==> config.mk <==
export PLATFORM = sky130hd
export DESIGN_NAME = shift_jis_euc_glyph_addresser
export DESIGN_NICKNAME = d
export VERILOG_FILES = /design/src/rtl/sjea_pkg.sv /design/src/rtl/sjea_front.sv /design/src/rtl/sjea_cmd_fifo.sv /design/src/rtl/sjea_back.sv /design/src/rtl/shift_jis_euc_glyph_addresser.sv
export SDC_FILE = /design/constraint.sdc
export NUM_CORES = 1
export LEC_CHECK = 0
export BUFFER_PORTS_ARGS = -buffer_cell sky130_fd_sc_hd__buf_4
export CAP_MARGIN = 20
export CORE_MARGIN = 2
export CORE_UTILIZATION = 60
export CTS_CLUSTER_SIZE = 25
export DETAILED_ROUTE_END_ITERATION = 8
export PLACE_DENSITY = 0.76
export RECOVER_POWER = 25
export SKIP_CTS_REPAIR_TIMING = 1
export SLEW_MARGIN = 15
export SYNTH_ARGS = -nofsm -noshare
export SYNTH_HDL_FRONTEND = slang
export SYNTH_HIERARCHICAL = 1
export SYNTH_SLANG_ARGS = --single-unit
==> constraint.sdc <==
create_clock -name clk -period 8.8 [get_ports clk]
set_input_delay 0.88 -clock clk [delete_from_list [all_inputs] [get_ports clk]]
set_output_delay 0.88 -clock clk [all_outputs]
set_load 0.03 [all_outputs]
==> src/rtl/sjea_pkg.sv <==
`timescale 1ns / 1ps
// ----------------------------------------------------------------------------
// sjea_pkg
// shared types, codes and the double-byte offset function of the glyph
// addresser
// ----------------------------------------------------------------------------
package sjea_pkg;

  localparam logic [1:0] MODE_OFF  = 2'd0;
  localparam logic [1:0] MODE_SJIS = 2'd1;
  localparam logic [1:0] MODE_EUC  = 2'd2;

  localparam int CMDQ_AW    = 1;              // depth kept a power of two
  localparam int CMDQ_DEPTH = 1 << CMDQ_AW;

  localparam logic [15:0] HALF_W      = 16'd8;
  localparam logic [31:0] HALF_BYTES  = 32'd16;
  localparam logic [31:0] KANJI_BASE  = 32'd4096;

  // one queued draw job: single glyph or a left/right pair
  typedef struct packed {
    logic [31:0] offset;
    logic [15:0] x;
    logic        dbl;
  } cmd_t;

  function automatic logic is_lead(input logic [7:0] b, input logic [1:0] mode);
    logic res;
    if (mode == MODE_SJIS) begin
      res = (b >= 8'h81 && b <= 8'h9f) || (b >= 8'he0 && b <= 8'hfc);
    end else begin
      res = (b >= 8'h81 && b <= 8'hfe);
    end
    return res;
  endfunction

  // row/cell to font offset, all arithmetic modulo 2^32
  function automatic logic [31:0] dbl_offset(input logic [7:0] lead,
                                             input logic [7:0] trail,
                                             input logic [1:0] mode);
    logic signed [9:0]  lead_s;
    logic signed [9:0]  trail_s;
    logic signed [9:0]  k;
    logic signed [9:0]  t;
    logic signed [15:0] v;
    logic signed [31:0] v32;
    lead_s  = signed'({2'b00, lead});
    trail_s = signed'({2'b00, trail});
    if (mode == MODE_SJIS) begin
      if (lead >= 8'h81 && lead <= 8'h9f) begin
        k = (lead_s - 10'sd129) * 10'sd2;
      end else begin
        k = (lead_s - 10'sd224) * 10'sd2 + 10'sd62;
      end
      if (trail >= 8'h40 && trail <= 8'h7e) begin
        t = trail_s - 10'sd64;
      end else if (trail >= 8'h80 && trail <= 8'h9e) begin
        t = trail_s - 10'sd128 + 10'sd63;
      end else begin
        t = trail_s - 10'sd159;
        k = k + 10'sd1;
      end
    end else begin
      k = lead_s - 10'sd161;
      t = trail_s - 10'sd161;
    end
    v   = 16'(k) * 16'sd94 + 16'(t);
    v32 = 32'(v);
    return KANJI_BASE + {v32[26:0], 5'b00000};
  endfunction

endpackage

==> src/rtl/sjea_front.sv <==
`timescale 1ns / 1ps
// ----------------------------------------------------------------------------
// sjea_front
// accepts text bytes, tracks pen and lead byte, queues draw jobs
// ----------------------------------------------------------------------------
module sjea_front (
  input  logic                 clk,
  input  logic                 rst_n,
  input  logic                 cfg_valid,
  input  logic [1:0]           cfg_data,
  input  logic                 in_tvalid,
  output logic                 in_tready,
  input  logic [23:0]          in_tdata,
  input  logic                 in_tuser,
  input  logic                 q_full,
  output logic                 q_push,
  output sjea_pkg::cmd_t       q_cmd
);
  import sjea_pkg::*;

  logic [1:0]  mode_r;
  logic [7:0]  lead_r, lead_nxt;
  logic [15:0] pen_r, pen_nxt;
  logic [15:0] pen_cur;
  logic [7:0]  b;
  logic        acc;
  logic        active;

  assign b         = in_tdata[7:0];
  assign in_tready = !q_full;
  assign acc       = in_tvalid && in_tready;
  assign pen_cur   = in_tuser ? {1'b0, in_tdata[22:8]} : pen_r;
  assign active    = (mode_r == MODE_SJIS || mode_r == MODE_EUC) && (b != 8'h00);

  always_comb begin
    lead_nxt     = lead_r;
    pen_nxt      = pen_r;
    q_push       = 1'b0;
    q_cmd.offset = {20'd0, b, 4'd0};
    q_cmd.x      = pen_cur;
    q_cmd.dbl    = 1'b0;
    if (acc) begin
      pen_nxt = active ? pen_cur + HALF_W : pen_cur;
      if (active) begin
        if (lead_r == 8'h00) begin
          if (is_lead(b, mode_r)) begin
            lead_nxt = b;
          end else begin
            q_push = 1'b1;
          end
        end else begin
          lead_nxt     = 8'h00;
          q_push       = 1'b1;
          q_cmd.dbl    = 1'b1;
          q_cmd.offset = dbl_offset(lead_r, b, mode_r);
        end
      end
    end
  end

  always_ff @(posedge clk) begin
    if (!rst_n) begin
      mode_r <= MODE_OFF;
      lead_r <= 8'h00;
      pen_r  <= 16'd0;
    end else begin
      if (cfg_valid) begin
        mode_r <= cfg_data;
      end
      lead_r <= lead_nxt;
      pen_r  <= pen_nxt;
    end
  end

  // a lead byte is only ever held in a decoding mode range
  a_lead_range: assert property (@(posedge clk) disable iff (!rst_n)
    lead_r == 8'h00 || lead_r >= 8'h81)
    else $error("held lead byte below 0x81");

endmodule

==> src/rtl/sjea_cmd_fifo.sv <==
`timescale 1ns / 1ps
// ----------------------------------------------------------------------------
// sjea_cmd_fifo
// short job queue between front and back
// ----------------------------------------------------------------------------
module sjea_cmd_fifo (
  input  logic                 clk,
  input  logic                 rst_n,
  input  logic                 push,
  input  sjea_pkg::cmd_t       push_cmd,
  output logic                 full,
  input  logic                 pop,
  output logic                 empty,
  output sjea_pkg::cmd_t       head
);
  import sjea_pkg::*;

  cmd_t               slot_r [CMDQ_DEPTH];
  logic [CMDQ_AW-1:0] wr_r, rd_r;
  logic [CMDQ_AW:0]   cnt_r;

  assign full  = (cnt_r == (CMDQ_AW+1)'(CMDQ_DEPTH));
  assign empty = (cnt_r == '0);
  assign head  = slot_r[rd_r];

  always_ff @(posedge clk) begin
    if (push) begin
      slot_r[wr_r] <= push_cmd;
    end
  end

  always_ff @(posedge clk) begin
    if (!rst_n) begin
      wr_r  <= '0;
      rd_r  <= '0;
      cnt_r <= '0;
    end else begin
      if (push) begin
        wr_r <= wr_r + 1'b1;
      end
      if (pop) begin
        rd_r <= rd_r + 1'b1;
      end
      unique case ({push, pop})
        2'b10:   cnt_r <= cnt_r + 1'b1;
        2'b01:   cnt_r <= cnt_r - 1'b1;
        default: cnt_r <= cnt_r;
      endcase
    end
  end

  a_no_overflow: assert property (@(posedge clk) disable iff (!rst_n)
    !(push && full))
    else $error("job queue overflow");

  a_no_underflow: assert property (@(posedge clk) disable iff (!rst_n)
    !(pop && empty))
    else $error("job queue underflow");

endmodule

==> src/rtl/sjea_back.sv <==
`timescale 1ns / 1ps
// ----------------------------------------------------------------------------
// sjea_back
// turns queued jobs into one or two glyph draws on the result stream
// ----------------------------------------------------------------------------
module sjea_back (
  input  logic                 clk,
  input  logic                 rst_n,
  input  logic                 q_empty,
  input  sjea_pkg::cmd_t       q_head,
  output logic                 q_pop,
  output logic                 out_tvalid,
  input  logic                 out_tready,
  output logic [47:0]          out_tdata,
  output logic                 out_tlast
);
  import sjea_pkg::*;

  logic        vld_r;
  logic [31:0] off_r;
  logic [15:0] x_r;
  logic        last_r;
  logic        second_r;      // right half still to send
  logic [31:0] hold_off_r;
  logic [15:0] hold_x_r;
  logic        slot_free;

  assign slot_free  = !vld_r || out_tready;
  assign q_pop      = slot_free && !second_r && !q_empty;
  assign out_tvalid = vld_r;
  assign out_tdata  = {x_r, off_r};
  assign out_tlast  = last_r;

  always_ff @(posedge clk) begin
    if (slot_free) begin
      if (second_r) begin
        off_r  <= hold_off_r;
        x_r    <= hold_x_r;
        last_r <= 1'b1;
      end else if (!q_empty) begin
        off_r      <= q_head.offset;
        x_r        <= q_head.dbl ? q_head.x - HALF_W : q_head.x;
        last_r     <= !q_head.dbl;
        hold_off_r <= q_head.offset + HALF_BYTES;
        hold_x_r   <= q_head.x;
      end
    end
  end

  always_ff @(posedge clk) begin
    if (!rst_n) begin
      vld_r    <= 1'b0;
      second_r <= 1'b0;
    end else if (slot_free) begin
      if (second_r) begin
        vld_r    <= 1'b1;
        second_r <= 1'b0;
      end else begin
        vld_r    <= !q_empty;
        second_r <= !q_empty && q_head.dbl;
      end
    end
  end

  // a left half is always followed at once by its right half
  a_pair: assert property (@(posedge clk) disable iff (!rst_n)
    out_tvalid && out_tready && !out_tlast |=> out_tvalid && out_tlast)
    else $error("left half not followed by right half");

  a_second_shown: assert property (@(posedge clk) disable iff (!rst_n)
    second_r |-> vld_r && !last_r)
    else $error("right half pending without a shown left half");

endmodule

==> src/rtl/shift_jis_euc_glyph_addresser.sv <==
`timescale 1ns / 1ps
// ----------------------------------------------------------------------------
// shift_jis_euc_glyph_addresser
// text bytes in, font glyph draw addresses out (Shift-JIS / EUC-JP / off)
// ----------------------------------------------------------------------------
// Each accepted text byte gives zero, one or two draw transfers. In off mode
// (cfg_data 0 or 3) and for a zero byte nothing is drawn and the pen stays;
// tuser still reloads the pen from start_x. A lead byte is held and gives no
// draw, a single byte draws at byte*16, and the following trail byte draws a
// left half at pen-8 and a right half at pen, at 4096+(row*94+cell)*32 and 16
// bytes on. Rate: the input takes one byte per cycle while the two-entry job
// queue has room; the result side sends one draw per cycle while out_tready
// is high. The mode may be written only while the block is idle; cfg_ready
// is always high.
// ----------------------------------------------------------------------------
module shift_jis_euc_glyph_addresser (
  input  logic        clk,
  input  logic        rst_n,
  // mode register write
  input  logic        cfg_valid,
  output logic        cfg_ready,
  input  logic [1:0]  cfg_data,    // lang_mode
  // text byte stream
  input  logic        in_tvalid,
  output logic        in_tready,
  input  logic [23:0] in_tdata,    // [7:0] char_byte, [22:8] start_x, [23] zero
  input  logic        in_tuser,    // new_string
  // glyph draw stream
  output logic        out_tvalid,
  input  logic        out_tready,
  output logic [47:0] out_tdata,   // [31:0] glyph_offset, [47:32] draw_x
  output logic        out_tlast    // last_of_run
);
  import sjea_pkg::*;

  logic q_full, q_empty, q_push, q_pop;
  cmd_t q_cmd, q_head;

  assign cfg_ready = 1'b1;

  // front: byte classification, pen and lead tracking
  sjea_front u_front (
    .clk       (clk),
    .rst_n     (rst_n),
    .cfg_valid (cfg_valid),
    .cfg_data  (cfg_data),
    .in_tvalid (in_tvalid),
    .in_tready (in_tready),
    .in_tdata  (in_tdata),
    .in_tuser  (in_tuser),
    .q_full    (q_full),
    .q_push    (q_push),
    .q_cmd     (q_cmd)
  );

  // job queue lets the front run on while a pair is being sent
  sjea_cmd_fifo u_fifo (
    .clk      (clk),
    .rst_n    (rst_n),
    .push     (q_push),
    .push_cmd (q_cmd),
    .full     (q_full),
    .pop      (q_pop),
    .empty    (q_empty),
    .head     (q_head)
  );

  // back: output register, splits pairs into two transfers
  sjea_back u_back (
    .clk        (clk),
    .rst_n      (rst_n),
    .q_empty    (q_empty),
    .q_head     (q_head),
    .q_pop      (q_pop),
    .out_tvalid (out_tvalid),
    .out_tready (out_tready),
    .out_tdata  (out_tdata),
    .out_tlast  (out_tlast)
  );

endmodule
---- After elaboration in Yosys (flattened, before gate mapping) ----
Memories as Yosys holds them, arrays and structs flattened. A register that Yosys moved wholly into a read port is not among the register bits.
Index checks and enable logic that the tools add are counted.
storage, ports and cells
  flip-flop bits (word level) ............. 129
  memory bits (writable) .................. 98
  input bits .............................. 32
  word-level logic and storage cells ...... 128
  memories ................................ 1
memory list
  memory         words  bits a word  read ports  clocked after memory_dff  write ports  line                 source
  u_fifo.slot_r  2      49           1           1                         1            sjea_cmd_fifo.sv:18  cmd_t slot_r [CMDQ_DEPTH];
operators by class
  add/sub/neg operators ................... 19
  multiply operators ...................... 1
  order comparisons ....................... 11
  eq/ne operators ......................... 7
  mux-type cells .......................... 48
  bitwise logic cells ..................... 2
  reduce and logical (&&, ||, !) cells .... 26
operators with widths
  cell                      count
  $mux W10                  17
  $mux W32                  5
  $mux W16                  5
  $sub A8 B8 Y9 const B     6
  $le A8 B8 Y1 const B      5
  $add A32 B5 Y32 const B   1
  $ge A8 B8 Y1 const B      4
  $add A14 B21 Y22 const A  1
  $add A10 B7 Y10 const B   2
  $mux W1                   18
  $add A16 B10 Y16          1
  $add A16 B4 Y16 const B   1
  $mux W8                   2
  $sub A16 B4 Y16 const B   1
  $mul A10 B7 Y15 const B   1
  $logic_and A1 B1 Y1       11
  $add A10 B2 Y10 const B   1
  $sub A8 B7 Y9 const B     1
  $ge A8 B7 Y1 const B      1
  $le A8 B7 Y1 const B      1
  $logic_not A8 Y1          1
  $reduce_bool A8 Y1        1
  $eq A2 B2 Y1 const B      3
  $reduce_and A3 Y1         2
  12 further kinds          22

---- Depth between registers and ports, before layout ----
Gate-level depths: netlist of the first run.
  depth after elaboration ................. 20
  mapped depth ............................ 35
  depth with buffers taken out ............ 33

---- Cells and area by module ----
The synthesis of the first run kept the hierarchy.
by module, submodules not included
  module                         instances  cells each  area each (µm²)  sequential area each (µm²)
  sjea_front                     1          679         5183.7           520.5
  sjea_back                      1          288         4359.2           2952.8
  sjea_cmd_fifo                  1          174         3741.1           3042.9
  shift_jis_euc_glyph_addresser  1          2           11.3             0.0

---- Worst setup path after synthesis of the first run ----
No wires, ideal clock.
  path type ............................... input to register
  start point ............................. input port in_tdata[6]
  end point ............................... memory u_fifo/slot_r[0][39] (netlist name) (data pin)
  library setup time ...................... 0.133 ns
  data arrival time ....................... 7.441 ns
  required time ........................... 8.667 ns
  setup slack ............................. 1.225 ns
  stages on the path ...................... 29
  path through ............................ clkbuf_1 > inv_1 > ha_1 > o22ai_1 > and2_1 > clkbuf_1 > o22ai_1 > fa_1 > ha_1 > inv_1 > fa_1 > inv_1 > ha_1 > a21oi_1 > o21bai_1 > a21oi_1 > nor2b_1 > o21a_1 > o21a_1 > o21a_1 > o41ai_1 > xnor2_1 > ha_1 > a21o_1 > a31oi_1 > xnor2_1 > xnor3_2 > a211oi_1 > buf_4
RTL lines
  element      line                                 source
  from (decl)  shift_jis_euc_glyph_addresser.sv:26  input logic [23:0] in_tdata,
  to (decl)    sjea_cmd_fifo.sv:18

---- Worst setup path in the final report of the first run ----
  start point ............................. register u_front.lead_r[0]
  end point ............................... memory u_fifo/slot_r[0][48] (netlist name) (data pin)
on the way
  cells in the longest elaborated chain, start to end .. 20
  elaborated cells on any way between the ends .. 26
  those cells by class .................... add/sub (7); mul (1); order compare (2); mux (14); reduce/logical (2)
ends and longest elaborated chain
  element                                                 line                            source
  from (decl)                                             sjea_front.sv:22                logic [7:0] lead_r, lead_nxt;
  from (signal assigned)                                  sjea_front.sv:70                lead_r <= lead_nxt;
  $sub A8 B8 Y9, or another cell as far along             sjea_pkg.sv:53                  k = (lead_s - 10'sd224) * 10'sd2 + 10'sd62;
  $add A10 B7 Y10 or $logic_and A1 B1 Y1 (tied branches)  sjea_pkg.sv:53, sjea_pkg.sv:50
  $mux W10                                                sjea_pkg.sv:50                  if (lead >= 8'h81 && lead <= 8'h9f) begin
  $mux W10                                                sjea_pkg.sv:49                  if (mode == MODE_SJIS) begin
  $mux W10                                                sjea_front.sv:45                if (lead_r == 8'h00) begin
  $mux W10                                                sjea_front.sv:44                if (active) begin
  $mux W10                                                sjea_front.sv:42                if (acc) begin
  $add A10 B2 Y10                                         sjea_pkg.sv:61                  k = k + 10'sd1;
  [4 not listed]                                          --
  $mux W10                                                sjea_front.sv:44
  $mux W10                                                sjea_front.sv:42
  $mul A10 B7 Y15                                         sjea_pkg.sv:67                  v = 16'(k) * 16'sd94 + 16'(t);
  $add A16 B10 Y16                                        sjea_pkg.sv:67
  $add A14 B21 Y22                                        sjea_pkg.sv:69                  return KANJI_BASE + {v32[26:0], 5'b00000};
  $mux W32 (*)                                            sjea_front.sv:45
  $mux W32 (*)                                            sjea_front.sv:44
  $mux W32 (*)                                            sjea_front.sv:42
Every way passes the cells marked *; elsewhere a longest branch is shown, timed or not. The select of a mux whose other input is x is not followed.

==> results of run 1 <==
## how the worst min path moves through the flow
| stage | to | slack, ps | depth (start not counted) |
|---|---|---|---|
| floorplan | u_fifo/cnt_r[1] | 470 | 2 |
| global placement | u_fifo/cnt_r[1] | 480 | 2 |
| detailed placement | u_fifo/cnt_r[1] | 500 | 2 |
| CTS | u_front/pen_r[1] | 520 | 2 |
| global route | u_front/pen_r[15] | 540 | 1 |
| finish | u_front/mode_r[1] | 520 | 2 |
## cells in the mapped netlist (all sizes together), types with 3 or more instances
| cell | number | area share [%] |
|---|---|---|
| edfxtp | 195 | 44 |
| mux2 | 96 | 8.1 |
| nand2 | 87 | 2.5 |
| inv | 85 | 2.4 |
| o21ai | 63 | 2.6 |
| ha | 62 | 5.8 |
| xnor2 | 62 | 4.1 |
| nor2 | 58 | 1.6 |
| buf | 34 | 2.0 |
| dfxtp | 33 | 5.0 |
| a21oi | 32 | 1.2 |
| xor2 | 32 | 2.2 |
| clkbuf | 28 | 0.95 |
| nand3 | 27 | 1.1 |
| and2 | 26 | 1.2 |
| fa | 25 | 3.8 |
| nor2b | 20 | 0.94 |
| nor3 | 20 | 0.84 |
| mux2i | 17 | 1.3 |
| nand4 | 13 | 0.66 |
| nor4 | 10 | 0.82 |
| o22ai | 9 | 0.47 |
| or3 | 9 | 0.46 |
| a21o | 8 | 0.45 |
| and3 | 8 | 0.38 |
| a21boi | 7 | 0.40 |
| a211oi | 6 | 0.38 |
| nand2b | 6 | 0.28 |
| o21a | 6 | 0.34 |
| nand4b | 5 | 0.33 |
| a31oi | 4 | 0.19 |
| a22oi | 3 | 0.17 |
| nand3b | 3 | 0.17 |
| nor3b | 3 | 0.17 |
| o211ai | 3 | 0.17 |
| o21bai | 3 | 0.17 |
| or2 | 3 | 0.14 |
| or4b | 3 | 0.23 |
## sequential cells by signal, indices dropped and copies added, names as in the netlist, named ones only
register,cells
u_back/hold_off_r,32
u_back/hold_x_r,16
u_back/off_r,32
u_back/out_tlast,1
u_back/out_tvalid,1
u_back/second_r,1
u_back/x_r,16
u_fifo/cnt_r,2
u_fifo/rd_r,1
u_fifo/slot_r,98
u_fifo/wr_r,1
u_front/lead_r,8
u_front/mode_r,2
u_front/pen_r,16
## worst min-delay path, delay by kind of cell, from the launching register on
| kind | cells | cell delay (ps) |
|---|---|---|
| DFF | 1 | 330 |
| and+or+nand+nor | 1 | 90 |
| muxes | 1 | 60 |
## through the flow
step           instances  hold slack (ps)
2_1_floorplan       1146              466
3_5_place_dp        1456              499
6_report            1498              516
4_1_cts             1498              522
5_1_grt             1498              544
3_3_place_gp        1456              478
## cell usage in the layout, fill, tap and decap left out, drive strengths merged, types with 7 or more instances in the layout
cell type	Yosys	layout
edfxtp	195	195
mux2	96	96
nand2	87	87
buf	34	86
inv	85	86
o21ai	63	63
xnor2	62	62
ha	62	62
nor2	58	58
clkbuf	28	37
dfxtp	33	33
xor2	32	32
a21oi	32	32
nand3	27	27
and2	26	26
fa	25	25
nor2b	20	20
nor3	20	20
mux2i	17	17
nand4	13	13
nor4	10	10
or3	9	9
o22ai	9	9
clkinv	0	9
and3	8	8
a21o	8	8
a21boi	7	7
## area by class of cell
class,count,area (um2)
inverter,85,319
fill,1598,7090
timing repair buffer,92,672
sequential,228,6520
clock inverter,11,60.1
multi-input combinational,771,6100
clock buffer,31,646
tap,280,350
## metal layers
metal / vias up / share of wire [%]
met5: - / 0
met4: 0 / 1.4
met3: 32 / 4.8
met2: 227 / 47
met1: 4062 / 46
li1: 4161 / -
## cell families (layout without fill, tap and decap cells)
family                     Yosys count  count (layout)  share of synthesized area, %
adders and majority gates           87              87                          9.60
muxes                              113             113                          9.41
buffers and inverters              147             219                          5.37
and+or+nand+nor                    309             309                          12.3
AOI/OAI and AO/OA                  162             162                          7.78
DFF                                228             228                          49.0
other                                2               5                        0.0565
xor gates and xnor gates            95              95                          6.43
==> results.md, run 1 <==
- Status: finished with violations
- Failing checks: max-capacitance violations, max-slew violations
- Setup_tns: 0 ps
- H-Tree Depth: 1
- Core region area: 0.0218 mm2
- Num CTS Buffers: 23
- Setup-failing EPs final: 0
- Fin. max-slew vios: 133
- Final Cell Area: 0.0147 mm2
- Buffers and inverters on the worst path: 4
- Buffers added on ports: 81
- Worst Clk Skew: 23.2 ps
- Crit Path Category: reg -> reg
- FF-to-FF End: u_fifo/slot_r[0][48]
- Total global-route track usage: 20.7%
- CP most frequent cell: ha_1
- Die Span Y: 153 um
- Seq/Total Area, Yosys: 49.0%
- Least-Margin Pin Slew: 2680 ps
- Antenna cell count: 0
- Fin crit share: 84.6%
- Final Core Density: 67.4%
- Required @ worst endpoint: 9110 ps
- Pre-CTS WS: 1330 ps
- Final Wtd Congestion: 0.857
- Synth Register Bits: 228
- Initial antenna violation count: 0
- Clk_lat worst skew: 510 ps
- Relative slew slack: -78.4%
- GRT overflow: 0
- Die X: 153 um
- Max frequency: 134 MHz
- Max Cap Violations: 3
- Antenna Nets Post-Route: 0
- Worst setup path end: u_fifo/slot_r[0][48]
- Worst Path Arrival: 7760 ps
- Max incr delay on CP: 610 ps
- Drt initial violations: 528
- DRC: 0
- Layout Nets: 1320
- Reg clk slew, reported paths: 60 ps
- Vias per cell: 5.66
- Unrepaired setup endpoints after global routing: false
- Yosys warnings: 6
- Mean Syn Cell Area: 11.6 um2
- Reg2reg setup slack: 1360 ps
- Routed wire per std cell: 16.2 um
- Post-synth EDFFs: 195
- Ports: 84
- Synth Instances: 1143
- Min-delay src: u_front/mode_r[1]
- Yosys cell types: 83
- Ys async rst share: 0%
- Global-route wire length before repair: 40300 um
- Setup crit end kind: flip-flop
- Crit. Startpoint: u_front/lead_r[0]
- Share of layout cells above drive strength 1: 18.0%
- Largest net degree at the start of global routing: 54
- CP max stage cell: or4b_1
- Vias: 8482
- Critical path depth: 26
- Final Critical Period: 7440 ps
- Fin. Hold Viols: 0
- GR Layer Usage met1: 29.7%
- Mapped Area: 0.0133 mm2
- Worst Setup Slack, final: 1360 ps
- Starting density of the core: 61.1%
- Reg2reg path depth: 26
- CTS root buf: clkbuf_16
- Worst Hold Class: reg -> reg
- Routed WL: 24300 um
- Post-DP HPWL: 17000 um
- Die footprint: 0.0234 mm2
- Reg2Reg Launch Point: u_front/lead_r[0]
- Met3 Use GR: 3.06%
- First drt pass iteration count: 5
- Family with the most delay on the worst path: adder cells
- Clock buffer depth: 3
- Clk sinks: 228
- Met2 GRT Util: 33.9%
- Crit path max fanout: 22
- Top FF cell, synth: edfxtp_1
- TritonCTS clock tree: yes
- Vias in the first global route: 8182
- DP Area: 0.0140 mm2
- Global route hottest layer: met2
- CP startpoint kind: flip-flop
- Row cnt: 54
- Layout area overhead: 10.3%
Power of run 1 is left out: the tool's default activity adds up to more than one toggle a clock period on the data nets, which glitch-free logic cannot reach.
==> run 2, diff against run 1 <==
- clock period: 8.8 -> 7.27 ns (I/O delays scaled with it)
==> run 2 against run 1 <==
Highest routed layer unchanged. Die area stayed put. The flow still finishes with violations (max-capacitance violations, max-slew violations). Setup slack worse by 940 ps. Utilization increased by 0.33 points. Sequential share of layout area is 0.20 points lower. Critical path depth fell by 1. Wire length fell by 0.20%. Final cell count rose by 0.87%. Non-clock buffer count increased by 12.
==> results.md, run 2 (synthesis results as in run 1) <==
- Total global-route track usage: 20.6% (-0.076 points)
- Drt initial violations: 493 (-6.6%)
- Fin. Hold Viols: 0 (unchanged)
- Vias: 8464 (-0.21%)
- Global-route wire length before repair: 39900 um (-1.0%)
- Most flops, register: u_fifo/slot_r
- Worst Hold Class: in -> reg
- Setup-failing EPs final: 0 (unchanged)
- Failing checks: max-capacitance violations, max-slew violations
- TritonCTS clock tree: yes
- Biggest regs: u_fifo/slot_r (98), u_back/hold_off_r (32), u_back/off_r (32)
- Buffers added on ports: 81 (unchanged)
- First drt pass iteration count: 5 (unchanged)
- Layout Nets: 1333 (+0.98%)
- Layout area overhead: 10.8%
- Ports: 84 (unchanged)
- Clk sinks: 228 (unchanged)
- Number of flip-flops under the largest register name: 98 (unchanged)
- DRC: 0 (unchanged)
- Largest net degree at the start of global routing: 69 (+28%)
- Routed WL: 24200 um (-0.20%)
- Clock buffer depth: 3 (unchanged)
- H-Tree Depth: 1 (unchanged)
- Die footprint: 0.0234 mm2 (unchanged)
- Routed wire per std cell: 16.0 um (-1.1%)
- GRT overflow: 0 (unchanged)
- Crit path max fanout: 22 (unchanged)
- Die X: 153 um (unchanged)
- DP Area: 0.0141 mm2 (+0.73%)
- CP max stage cell: or4b_1
- Buffers and inverters on the worst path: 6 (+2)
- Antenna Nets Post-Route: 0 (unchanged)
- Worst Clk Skew: 29.2 ps (+5.94 ps)
- Relative slew slack: -120% (-42 points)
- Max Cap Violations: 2 (-1)
- Final Critical Period: 6850 ps (-593 ps)
- Starting density of the core: 61.1% (unchanged)
- Unrepaired setup endpoints after global routing: false
- Family with the most delay on the worst path: adder cells
- Post-DP HPWL: 17100 um (+0.59%)
- Final Cell Area: 0.0147 mm2 (+0.49%)
- CP startpoint kind: flip-flop
- Fin. max-slew vios: 115 (-14%)
- Vias per cell: 5.60 (-1.1%)
- Setup crit end kind: flip-flop
- Max incr delay on CP: 570 ps (-40 ps)
- Num CTS Buffers: 24 (+4.3%)
- Status: finished with violations
- Vias in the first global route: 8057 (-1.5%)
- Reg clk slew, reported paths: 60 ps (about the same)
- Setup_tns: 0 ps (unchanged)
- Share of layout cells above drive strength 1: 17.5% (-0.43 points)
- Least-Margin Pin Slew: 3300 ps (+628 ps)
- CTS root buf: clkbuf_16
- Most common cell after layout, fill and taps aside: edfxtp_1
- Core region area: 0.0218 mm2 (unchanged)
- Max frequency: 146 MHz (+8.7%)
- Row cnt: 54 (unchanged)
- Antenna cell count: 0 (unchanged)
- Fin crit share: 94.2% (+9.6 points)
- Crit Path Category: reg -> reg
- Final Wtd Congestion: 0.860 (+0.31%)
- Clk_lat worst skew: 520 ps (about the same)
- Commonest cells after routing, fill and taps aside: 195 x edfxtp_1, 87 x nand2_1, 85 x inv_1
- Initial antenna violation count: 0 (unchanged)
- Required @ worst endpoint: 7630 ps (-1480 ps)
- Worst Path Arrival: 7200 ps (-560 ps)
- Die Span Y: 153 um (unchanged)
[run 2: cell types whose count changed in the layout (fill, tap and decap cells not counted), sizes merged]
cell      change
clkinv        +3
bufinv        +2
clkinvlp      +1
buf          -15
clkbuf       +22
[run 2: area by class of cell]
class	count	area (um2)
fillers	1662	7020
clock buffers	26	618
multi-input cells	771	6110
inverters	85	319
repair buffers	104	669
well taps	280	350
flip-flops and latches	228	6520
clock inverters	17	150
[run 2: path summary, 6_finish.rpt]
path	from	endpoint	slack (ps)	cells past startpoint
worst min register to register	u_fifo/cnt_r[1]	u_fifo/cnt_r[1]	520	2
worst max-delay path	u_front/lead_r[0]	u_fifo/slot_r[1][48]	420	25
worst max register to register	u_front/lead_r[0]	u_fifo/slot_r[1][48]	420	25
worst min-delay path	cfg_data[1]	u_front/mode_r[1]	470	3
[run 2: tightest hold or removal path, stage by stage]
cell	delay, ps
buf_4	70
mux2i_1	60
nor2b_1	90
[run 2: per-layer routing]
| layer | track usage (%) | part of all wire (%) | vias up |
|---|---|---|---|
| li1 | - | - | 4196 |
| met2 | 33.6 | 48 | 196 |
| met3 | 2.84 | 4.8 | 27 |
| met1 | 29.5 | 46 | 4045 |
| met4 | 5.38 | 1.5 | 0 |
| met5 | 0 | 0 | - |
[run 2: per-stage QoR]
| stage | util [%] | hold WS, ps | instances | setup WS [ps] |
|---|---|---|---|---|
| 2_1_floorplan | - | 466 | 1146 | 114 |
| 3_3_place_gp | 64.8 | 481 | 1468 | 379 |
| 3_5_place_dp | 64.8 | 506 | 1468 | 238 |
| 4_1_cts | 68.3 | 459 | 1511 | 249 |
| 5_1_grt | 67.7 | 465 | 1511 | 4.92 |
| 6_report | 67.7 | 472 | 1511 | 421 |
Power of run 2 is left out for the same reason.
